==> config.mk <==
export PLATFORM = sky130hd
export DESIGN_NAME = bap_ram
export DESIGN_NICKNAME = d
export VERILOG_FILES = /design/src/hw/rtl/bap_ram.sv
export SDC_FILE = /design/constraint.sdc
export NUM_CORES = 1
export LEC_CHECK = 0
export BUFFER_PORTS_ARGS = -buffer_cell sky130_fd_sc_hd__buf_4
export CELL_PAD_IN_SITES_DETAIL_PLACEMENT = 2
export CELL_PAD_IN_SITES_GLOBAL_PLACEMENT = 2
export CORE_UTILIZATION = 43
export CTS_CLUSTER_DIAMETER = 30
export DETAILED_ROUTE_END_ITERATION = 8
export PLACE_DENSITY = 0.73
export SETUP_SLACK_MARGIN = 0.15
export SYNTH_ARGS = -nofsm -noshare
export SYNTH_HDL_FRONTEND = slang
export SYNTH_SLANG_ARGS = --single-unit
==> constraint.sdc <==
create_clock -name clk -period 1.75 [get_ports clk]
set_input_delay 0.2625 -clock clk [delete_from_list [all_inputs] [get_ports clk]]
set_output_delay 0.2625 -clock clk [all_outputs]
set_load 0.005 [all_outputs]
==> src/hw/rtl/bap_ram.sv <==
// Generic single-clock RAM with one write port and one registered read port.
module bap_ram #(
  parameter int WIDTH = 8,
  parameter int DEPTH = 16,
  localparam int AW = (DEPTH > 1) ? $clog2(DEPTH) : 1
) (
  input  logic             clk,
  input  logic             we,
  input  logic [AW-1:0]    waddr,
  input  logic [WIDTH-1:0] wdata,
  input  logic [AW-1:0]    raddr,
  output logic [WIDTH-1:0] rdata
);

  logic [WIDTH-1:0] mem [DEPTH];

  always_ff @(posedge clk) begin
    if (we) begin
      mem[waddr] <= wdata;
    end
    rdata <= mem[raddr];
  end

endmodule

==> Word-level counts from Yosys, hierarchy flattened <==
Memory sizes are Yosys's and may differ from the RTL's. A register that Yosys moved wholly into a read port is not among the register bits.
Cells that the tools add are included.
{ "op_classes": {"muxes": 2} }
{ "op_table": {"columns": ["cell", "count"], "rows": [
  ["$mux 1", 2]
]} }
{ "totals": {"register_bits": 0, "mem_bits_rw": 128, "in_bits": 18, "out_inout_bits": 8, "wordCells": 3, "mem_count": 1} }
{ "mem_list": {"columns": ["memory", "depth", "width", "rd", "rd_ports_with_merged_regs", "write_ports", "line", "text"], "rows": [
  ["mem", 16, 8, 1, 1, 1, "15", "logic [WIDTH-1:0] mem [DEPTH];"]
]} }

==> Logic depth before layout (Yosys ltp) <==
Gate-level depths: netlist of run 1.
{ "depth": {"ltp_word": 2, "ltp_mapped": 5, "ltp_nobuf": 3} }

==> Worst setup path after synthesis of run 1 <==
OpenSTA, ideal clock, no wires.
{ "synth_timing": {"path_kind": "input-to-reg", "start": "input port waddr[2]", "end": "memory mem[0][0] (enable)", "setup_time_ns": 0.383, "arrival_ns": 1.372, "required_ns": 1.367, "slack_ns": -0.005, "path_stages": 2, "n_path_buf": 0, "path_cell_list": "or3b_2 nor3_1"} }
{ "synth_lines": {"columns": ["element", "line", "text"], "rows": [
  ["start: declaration", "9", "input logic [AW-1:0] waddr,"],
  ["end: declaration", "15", null]
]} }
No word-level cell before the write port.

==> flow_summary.toml, run 1 <==
[status]
violations = "design-rule violations"
status = "complete, but fails checks"

[timing]
fin_crit_sh = 0.822
timing.hold.ws_ns = 0.170
skew_ns = 0.00603
fmax_ghz = 0.695
maxSlewViolCount = 0
setup_slack_ns = 0.311
finalHoldViolations = 0
setup_viol = 0
worst_slew_pin_slew_ns = 0.456
relSlewSlack = 0.696
setup_tns_ns = 0
grt_setup_unrepaired = "false"
fin_crit_ns = 1.44

[layout]
fillers = 972
nets = 304
drive_above_1_share = 0.311
fin_cells = 442
syn2layout_area_growth_pct = 20.2
num_antenna_cells = 0

[power]
p_int_mw = 5.86
p_sw_mw = 1.47
p_per_area_nw_per_um2 = 1180
seqPwrFrac = 0.501
ir_drop_v = 0.000720
p_clk_frac = 0.447
switching_share = 0.201
p_total_mw = 7.33
p_leak_nw = 2.12
comb_power_share = 0.052

[yosys]
yosysTopAreaCell = "edfxtp_1"
ys_ff_latch = 136
synth_area_per_cell_um2 = 22.5
synth_flop_cell = "edfxtp_1"
synth_cell_types = 19
synthArstFlopShare = 0
yosys.area_share.simple = 0.0318
yosys_warnings = 0
synthXorXnorAreaFrac = 0
synth_compound_area_frac = 0.0233
yosysSeqAreaShare = 0.778
synth_fa_ha_area_frac = 0
yosysMostFrequentCell = "edfxtp_1"
synthMuxAreaShare = 0.150
syn-num-nets = 247
synth_edf_count = 128
netlist_area_um2 = 5150
synthCells = 229
netlist.area_leader.share = 0.747
synthTopCellsByCount = "128 x edfxtp_1, 18 x mux4_2, 16 x a22oi_1, 14 x mux4_1, 13 x nor2_1"
synth_area_leaders = "edfxtp_1 75%, mux4_2 7.9%, mux4_1 7.1%, dfxtp_1 3.1%, a22oi_1 2.3%"
synth_top_family_by_area = "multiplexers"

[global_routing]
grt_max_degree = 21
grt_pass1_vias = 2758
grtUsageTotal = 0.219
grt_pass1_wl_um = 18400
grt-ovfl-total = 0
antenna_found_initial = 0

[setup_path]
crit_type = "reg -> reg"
max_stage_delay_ns = 0.52
crit_chain = "mux4_1, a22oi_1, nand2_1"
timing.rr.start = "mem[2][5]$_DFFE_PP_"
start_kind = "register"
cp.arrival_ns = 1.74
r2r_cells = 3
end_kind = "register"
worst-path-max-fanout = 1
reg2reg_slack_ns = 0.31
cp_slowest_cell = "mux4_1"
r2r_end = "rdata[5]$_DFF_P_"
worstPathRequired_ns = 2.05

[floorplanning]
die_x_um = 111
die_y_um = 111
io_pins = 26
die_area_um2 = 12400
start_util = 0.445
core_area_um2 = 11600
placementRows = 39

[routing]
drt.antenna.violating_nets = 0
drcViolationCount = 6
post_drt_wl_per_cell_um = 27.6
viasPerCell = 5.76
drtIter0Drc = 147
drt-total-wl_um = 12200
num_vias = 2548
dr.pass1.iters = 6

[clock_tree]
clock_latency_ns = 0.42
post_cts_buffers = 0
path_clk_slew_ns = 0.06
clock-sinks = 136
cts_tree = "built"
cts_resized = 0
cts_hold_buf = 0
cts-root-buf = "clkbuf_16"
cts_made_buffers = 17
htree_levels = 4
cts_buffer_depth = 2

[min_path]
hold_class = "in -> reg"
worst_hold_path.endpoint = "mem[2][6]$_DFFE_PP_"
holdPathStages = 1
worstHoldStart = "wdata[6]"

[placed_design]
gp_congestion = 0.670
pre_cts_slack_ns = 0.00503
dpl.hpwl_um = 7860
port_buffers = 25
post-place-cells = 410

[job]
cap_violations = 0
==> through the flow <==
step | utilization | area [µm²]
floorplan | - | 5150
detailed placement | 0.488 | 5640
finish | 0.535 | 6190
CTS | 0.535 | 6190
global placement | 0.488 | 5640
global route | 0.535 | 6190
==> kinds of logic after synthesis <==
logic type,count (synthesis)
multiplexers,32
AO/OA/AOI/OAI,16
AND/OR/NAND/NOR,35
flip-flops,136
buffers and inverters,10
==> critical path: cells and delay by family (launching register included) <==
family,cells,cell delay [ns]
multiplexers,1,0.52
flip-flops,1,0.37
AO/OA/AOI/OAI,1,0.35
AND/OR/NAND/NOR,1,0.08
==> layer usage <==
layer,vias up,part of all wire,GRT usage,wire length (µm)
met4,0,0.022,0.116,265
met2,57,0.50,0.339,6050
met3,17,0.034,0.0446,420
li1,1088,-,-,-
met1,1386,0.45,0.297,5450
met5,-,0,0,0
==> power groups by stage <==
stage               clock network (mW)  logic (mW)  registers, mW
floorplan                            0       0.185           3.73
global placement                     0       0.366           3.73
detailed placement                   0       0.390           3.74
CTS                               3.33       0.392           3.67
global route                      3.46       0.415           3.68
finish                            3.27       0.384           3.67
==> registers in the layout (all words and copies together), names as in the netlist <==
register,count
mem,128
rdata,8
==> worst max-delay path by stage <==
stage / end / from / cells after the start
2_1_floorplan: mem[3][0]$_DFFE_PP_ / waddr[2] / 2
3_3_place_gp: rdata[1]$_DFF_P_ / raddr[0] / 5
5_1_grt: rdata[2]$_DFF_P_ / mem[5][2]$_DFFE_PP_ / 3
4_1_cts: rdata[1]$_DFF_P_ / mem[9][1]$_DFFE_PP_ / 3
3_5_place_dp: rdata[1]$_DFF_P_ / raddr[0] / 5
6_report: rdata[5]$_DFF_P_ / mem[2][5]$_DFFE_PP_ / 3
==> cell usage in the layout, fill, tap and decap left out <==
| cell type | Yosys | layout |
|---|---|---|
| edfxtp_1 | 128 | 128 |
| buf_4 | 1 | 45 |
| mux4_2 | 18 | 18 |
| clkbuf_16 | 0 | 17 |
| a22oi_1 | 16 | 16 |
| mux4_1 | 14 | 14 |
| nor2_1 | 13 | 13 |
| nand2_1 | 9 | 9 |
| dfxtp_1 | 8 | 8 |
| clkbuf_1 | 0 | 7 |
| clkbuf_8 | 0 | 6 |
| nor3_1 | 4 | 3 |
| buf_12 | 0 | 3 |
| nand3b_1 | 2 | 2 |
| nand2b_1 | 2 | 2 |
| clkinv_2 | 0 | 2 |
| nor2b_1 | 1 | 1 |
| and2_1 | 1 | 1 |
| and2b_1 | 1 | 1 |
| nand3_1 | 1 | 1 |
| or3b_2 | 1 | 1 |
| nor3_2 | 0 | 1 |
==> final cells by class <==
type                    count  area [µm²]  share of cell area
flip-flops and latches    136        4000               0.647
multi-input cells          83        1060               0.172
clock buffers              30         534              0.0863
repair buffers             48         398              0.0643
well taps                 143         179              0.0289
clock inverters             2        10.0             0.00162
No activity file was read; power rests on OpenSTA's default activity.
==> run 2: changes to the inputs <==
==> constraint.sdc (replaced) <==
create_clock -name clk -period 1.3 [get_ports clk]
set_input_delay 0.195 -clock clk [delete_from_list [all_inputs] [get_ports clk]]
set_output_delay 0.195 -clock clk [all_outputs]
set_load 0.005 [all_outputs]
==> run 2 against run 1 <==
  * The run ends with design-rule violations, negative setup slack left
  * Final cell count increased by 2.7%
  * Routed wire length increased by 3.7%
  * Clock power increased by 38%
  * Via count increased by 0.82%
  * Utilization increased by 2.3 points
  * Highest routed layer unchanged
  * Die area unchanged
  * Cell area increased by 4.2%
  * Combinational power increased by 57%
  * Worst hold slack got worse by 0.081 ns
  * Largest power group unchanged
  * Register-to-register slack got worse by 0.37 ns
  * Worst setup slack got worse by 0.37 ns
  * Non-clock buffer count increased by 12
==> flow_summary.toml, run 2 (synthesis results as in run 1) <==
[status]
status = "complete, but fails checks"
violations = "design-rule violations, negative setup slack"

[timing]
fmax_ghz = 0.739
worst_slew_pin_slew_ns = 0.949
fin_crit_ns = 1.35
setup_viol = 2
fin_crit_sh = 1.04
maxSlewViolCount = 0
grt_setup_unrepaired = "true"
setup_tns_ns = -0.0554
finalHoldViolations = 0
skew_ns = 0.00613
relSlewSlack = 0.365
setup_slack_ns = -0.0539

[placed_design]
pre_cts_slack_ns = -0.291
dpl.hpwl_um = 8490
port_buffers = 25
gp_congestion = 0.729

[global_routing]
grt_max_degree = 17
grt_pass1_vias = 2872
grt_pass1_wl_um = 19300
grtUsageTotal = 0.230
grt-ovfl-total = 0
antenna_found_initial = 0

[power]
switching_share = 0.208
p_leak_nw = 2.16
p_clk_frac = 0.448
p_int_mw = 7.96
ir_drop_v = 0.00107
seqPwrFrac = 0.492
p_sw_mw = 2.09
comb_power_share = 0.060
p_per_area_nw_per_um2 = 1560

[clock_tree]
path_clk_slew_ns = 0.06
cts_made_buffers = 17
cts_buffer_depth = 2
clock_latency_ns = 0.42
clock-sinks = 136
cts_tree = "built"
cts_hold_buf = 0
htree_levels = 4
cts-root-buf = "clkbuf_16"
post_cts_buffers = 0

[layout]
regMostFlops = "mem"
drive_above_1_share = 0.441
final_cell_mix = "128 x edfxtp_1, 46 x buf_4, 32 x mux4_2"
largest_register_ffs = 128
final_common_cell = "edfxtp_1"
num_antenna_cells = 0
reg_top3 = "mem x128, rdata x8"
syn2layout_area_growth_pct = 25.3
nets = 316
fillers = 943

[setup_path]
worst-path-max-fanout = 1
crit_chain = "mux4_2, a22oi_2, buf_4, nand2_2"
cp_slowest_cell = "mux4_2"
max_stage_delay_ns = 0.49
path_buf_inv = 1
worstPathRequired_ns = 1.61
path_delay_family = "multiplexers"
crit_type = "reg -> reg"
start_kind = "register"
cp.arrival_ns = 1.66
end_kind = "register"

[routing]
drt-total-wl_um = 12600
drt.antenna.violating_nets = 0
viasPerCell = 5.66
dr.pass1.iters = 6
drtIter0Drc = 218
post_drt_wl_per_cell_um = 27.8
drcViolationCount = 6
num_vias = 2569

[floorplanning]
placementRows = 39
start_util = 0.445
die_y_um = 111
io_pins = 26
die_area_um2 = 12400
die_x_um = 111
core_area_um2 = 11600

[job]
cap_violations = 0

[min_path]
hold_class = "in -> reg"
[run 2: cell count changes in the layout (fill, tap and decap cells not counted), moves of 5 or more]
cell	previous run	this run
a22oi_1	16	11
a22oi_2	0	5
buf_12	3	14
clkbuf_1	7	2
clkbuf_8	6	0
clkinv_1	0	5
mux4_1	14	0
mux4_2	18	32
nor2_1	13	5
nor2_2	0	5
[run 2: what timing repair did]
action                                  in CTS  in global routing
hold endpoints to repair                     0                  0
endpoints found under the setup margin       9                  8
pin swaps                                    1                  0
resized for setup                            7                  1
gates cloned                                 0                  0
[run 2: power groups by stage]
stage | Combinational (mW) | Sequential (mW) | Clock [mW]
after detailed placement | 0.602 | 5.03 | 0
after CTS | 0.616 | 4.95 | 4.60
after global routing | 0.649 | 4.95 | 4.75
final | 0.604 | 4.94 | 4.51
after global placement | 0.566 | 5.02 | 0
after floorplan | 0.282 | 5.02 | 0
[run 2: worst paths after layout]
kind | endpoint | cells past startpoint | slack, ns | from
worst max-delay path | rdata[2]$_DFF_P_ | 4 | -0.05 | mem[2][2]$_DFFE_PP_
worst min-delay path | mem[15][0]$_DFFE_PP_ | 1 | 0.09 | wdata[0]
worst max register to register | rdata[2]$_DFF_P_ | 4 | -0.05 | mem[2][2]$_DFFE_PP_
worst min register to register | rdata[1]$_DFF_P_ | 3 | 0.70 | mem[12][1]$_DFFE_PP_
[run 2: final cells by class]
cell class              count  area (µm²)  share of cell area
clock inverters            13         111              0.0173
flip-flops and latches    136        4010               0.621
repair buffers             60         626              0.0970
clock buffers              19         433              0.0671
well taps                 143         179              0.0277
multi-input cells          83        1100               0.170
[run 2: per-layer routing]
layer  vias to the layer above  wire length [µm]  global-route usage
li1                       1102                 -                   -
met1                      1383              5570               0.307
met2                        67              6230               0.362
met3                        17               604              0.0729
met4                         0               221              0.0757
met5                         -                 0                   0
[run 2: through the flow]
step           hold slack (ns)  cell area, µm²  utilization  cells  power (mW)
5_1_grt                 0.0685            6450        0.558    454        10.4
2_1_floorplan            0.294            5200            -    229        5.30
3_3_place_gp             0.496            5880        0.508    422        5.59
3_5_place_dp             0.515            5880        0.508    422        5.64
6_report                0.0892            6450        0.558    454        10.1
4_1_cts                 0.0649            6450        0.558    454        10.2
==> run 3: changes to the inputs <==
--- a/config.mk
+++ b/config.mk
@@ -5,10 +5,11 @@
 export SDC_FILE = /design/constraint.sdc
 export NUM_CORES = 1
 export LEC_CHECK = 0
+export ABC_AREA = 1
 export BUFFER_PORTS_ARGS = -buffer_cell sky130_fd_sc_hd__buf_4
 export CELL_PAD_IN_SITES_DETAIL_PLACEMENT = 2
 export CELL_PAD_IN_SITES_GLOBAL_PLACEMENT = 2
-export CORE_UTILIZATION = 43
+export CORE_UTILIZATION = 36
 export CTS_CLUSTER_DIAMETER = 30
 export DETAILED_ROUTE_END_ITERATION = 8
 export PLACE_DENSITY = 0.73
==> run 3 against run 2 <==
  * The flow now finishes without violations
  * Register-to-register slack gained 0.27 ns
  * Total power grew 7.8%
  * Global-route usage grew 1.1 points
  * Worst hold slack gained 0.044 ns
  * Sequential cell count is the same
  * Routed wire length grew 42%
  * Worst setup slack gained 0.27 ns
  * Clock power grew 14%
  * Critical path type unchanged
  * Critical endpoint is now rdata[1]$_DFF_P_
  * Highest routed layer unchanged
==> flow_summary.toml, run 3 <==
[floorplanning]
placementRows = 45
core_area_um2 = 15400
die_area_um2 = 16500
die_y_um = 129
io_pins = 26
die_x_um = 129
start_util = 0.374

[timing]
timing.hold.ws_ns = 0.133
setup_tns_ns = 0
finalHoldViolations = 0
maxSlewViolCount = 0
fin_crit_sh = 0.836
setup_viol = 0
skew_ns = 0.00683
relSlewSlack = 0.758
fin_crit_ns = 1.09
grt_setup_unrepaired = "false"
worst_slew_pin_slew_ns = 0.362
fmax_ghz = 0.920

[layout]
design_area_um2 = 7050
multi_input_area_um2 = 1220
register_area_um2 = 4010
fillers = 1620
syn2layout_area_growth_pct = 22.3
final_cell_mix = "173 x nand2_1, 128 x edfxtp_1, 100 x inv_1"
final_common_cell = "nand2_1"
regMostFlops = "mem"
reg_top3 = "mem x128, rdata x8"
num_antenna_cells = 0
nets = 627
drive_above_1_share = 0.153
largest_register_ffs = 128

[yosys]
synthArstFlopShare = 0
yosysSeqAreaShare = 0.694
synth_area_leaders = "edfxtp_1 67%, nand2_1 11%, nand3_1 8.4%, inv_1 6.5%, dfxtp_1 2.8%"
synthXorXnorAreaFrac = 0
syn-num-nets = 569
synth_area_per_cell_um2 = 10.5
synth_compound_area_frac = 0
synthCells = 551
synth_top_family_by_area = "simple AND/OR/NAND/NOR gates"
yosysTopAreaCell = "edfxtp_1"
netlist.area_leader.share = 0.667
synth_flop_cell = "edfxtp_1"
synth_fa_ha_area_frac = 0
netlist_area_um2 = 5770
synthTopCellsByCount = "173 x nand2_1, 128 x edfxtp_1, 100 x inv_1, 97 x nand3_1, 17 x nor2_1"
synthMuxAreaShare = 0
synth_edf_count = 128
yosysMostFrequentCell = "nand2_1"
yosys.area_share.simple = 0.210
yosys_warnings = 0
synth_cell_types = 12
ys_ff_latch = 136

[routing]
drt.antenna.violating_nets = 0
drt-total-wl_um = 17900
viasPerCell = 4.95
drcViolationCount = 0
post_drt_wl_per_cell_um = 21.5
dr.pass1.iters = 4
num_vias = 4125
drtIter0Drc = 282

[setup_path]
r2r_end = "rdata[1]$_DFF_P_"
max_stage_delay_ns = 0.40
crit_type = "reg -> reg"
path_delay_family = "simple AND/OR/NAND/NOR gates"
worstPathRequired_ns = 1.60
end_kind = "register"
timing.rr.start = "mem[4][1]$_DFFE_PP_"
reg2reg_slack_ns = 0.21
crit_chain = "inv_1, nand2_1, nand3_1, nand3_1, nand3_2, nand2_1"
path_buf_inv = 1
r2r_cells = 6
start_kind = "register"
cp.arrival_ns = 1.38
cp_slowest_cell = "edfxtp_1"
worst-path-max-fanout = 1

[clock_tree]
cts_buffer_depth = 2
post_cts_buffers = 0
cts_made_buffers = 17
cts-root-buf = "clkbuf_16"
path_clk_slew_ns = 0.06
cts_tree = "built"
clock_latency_ns = 0.41
htree_levels = 4
clock-sinks = 136

[power]
p_int_mw = 8.54
p_per_area_nw_per_um2 = 1540
p_clk_frac = 0.474
switching_share = 0.212
ir_drop_v = 0.000981
comb_power_share = 0.069
p_sw_mw = 2.29
seqPwrFrac = 0.456
p_leak_nw = 3.07

[placed_design]
place_area_um2 = 6420
dpl.hpwl_um = 11900
gp_congestion = 0.755
port_buffers = 25

[min_path]
hold_class = "in -> reg"
holdPathStages = 3
worst_hold_path.endpoint = "rdata[5]$_DFF_P_"
worstHoldStart = "raddr[3]"

[job]
cap_violations = 0

[global_routing]
grt-ovfl-total = 0
grt_pass1_wl_um = 28000
grt_pass1_vias = 4591
grtUsageTotal = 0.241
antenna_found_initial = 0
grt_max_degree = 34

[status]
status = "complete, no violations"
==> run 3: stage by stage <==
stage | setup slack (ns) | power (mW) | utilization | cells
3_5_place_dp | -0.0633 | 5.78 | 0.416 | 801
5_1_grt | 0.155 | 11.2 | 0.457 | 833
6_report | 0.213 | 10.8 | 0.457 | 833
2_1_floorplan | 0.154 | 5.37 | - | 551
3_3_place_gp | -0.0300 | 5.74 | 0.416 | 801
4_1_cts | 0.153 | 10.9 | 0.457 | 833
==> run 3: power groups by stage <==
stage	combinational (mW)	clock (mW)	sequential, mW
4_1_cts	0.764	5.21	4.94
6_report	0.751	5.14	4.95
3_3_place_gp	0.712	0	5.03
3_5_place_dp	0.751	0	5.03
5_1_grt	0.827	5.37	4.95
2_1_floorplan	0.346	0	5.02
==> run 3: repair_timing <==
action / in CTS / in global routing
endpoints found under the setup margin: 1 / 3
gates resized for setup: 1 / 3
pin swaps: 0 / 0
hold buffers: 0 / 0
==> run 3: area by class of cell <==
cell class	instances	share of cell area
flip-flops and latches	136	0.568
well taps	211	0.0374
repair buffers	63	0.0795
clock buffers	21	0.0625
multi-input cells	289	0.173
inverters	102	0.0543
clock inverters	11	0.0252
==> run 3: worst reg2reg max path, delay by kind of cell, from the launching register on <==
family                 cells  cell delay (ns)
buffers and inverters      1             0.09
flip-flops                 1             0.40
AND/OR/NAND/NOR            5             0.49
==> run 3: how the worst max path moves through the flow <==
stage / start / to / cells past startpoint
floorplan: waddr[2] / mem[10][0]$_DFFE_PP_ / 2
global placement: raddr[0] / rdata[0]$_DFF_P_ / 10
detailed placement: raddr[0] / rdata[3]$_DFF_P_ / 10
CTS: rdata[1]$_DFF_P_ / rdata[1] / 1
global route: mem[1][1]$_DFFE_PP_ / rdata[1]$_DFF_P_ / 6
finish: mem[4][1]$_DFFE_PP_ / rdata[1]$_DFF_P_ / 6
==> run 3: layer usage <==
metal | vias to the layer above | global-route usage | routed length, µm
met1 | 2128 | 0.307 | 7900
met4 | 0 | 0.0907 | 384
met5 | - | 0 | 0
met3 | 20 | 0.0437 | 662
li1 | 1888 | - | -
met2 | 89 | 0.409 | 9000
==> run 3: logic make-up (layout without fill, tap and decap cells) <==
logic type / after synthesis / count (layout)
buffers and inverters: 126 / 197
flip-flops: 136 / 136
AND/OR/NAND/NOR: 289 / 289
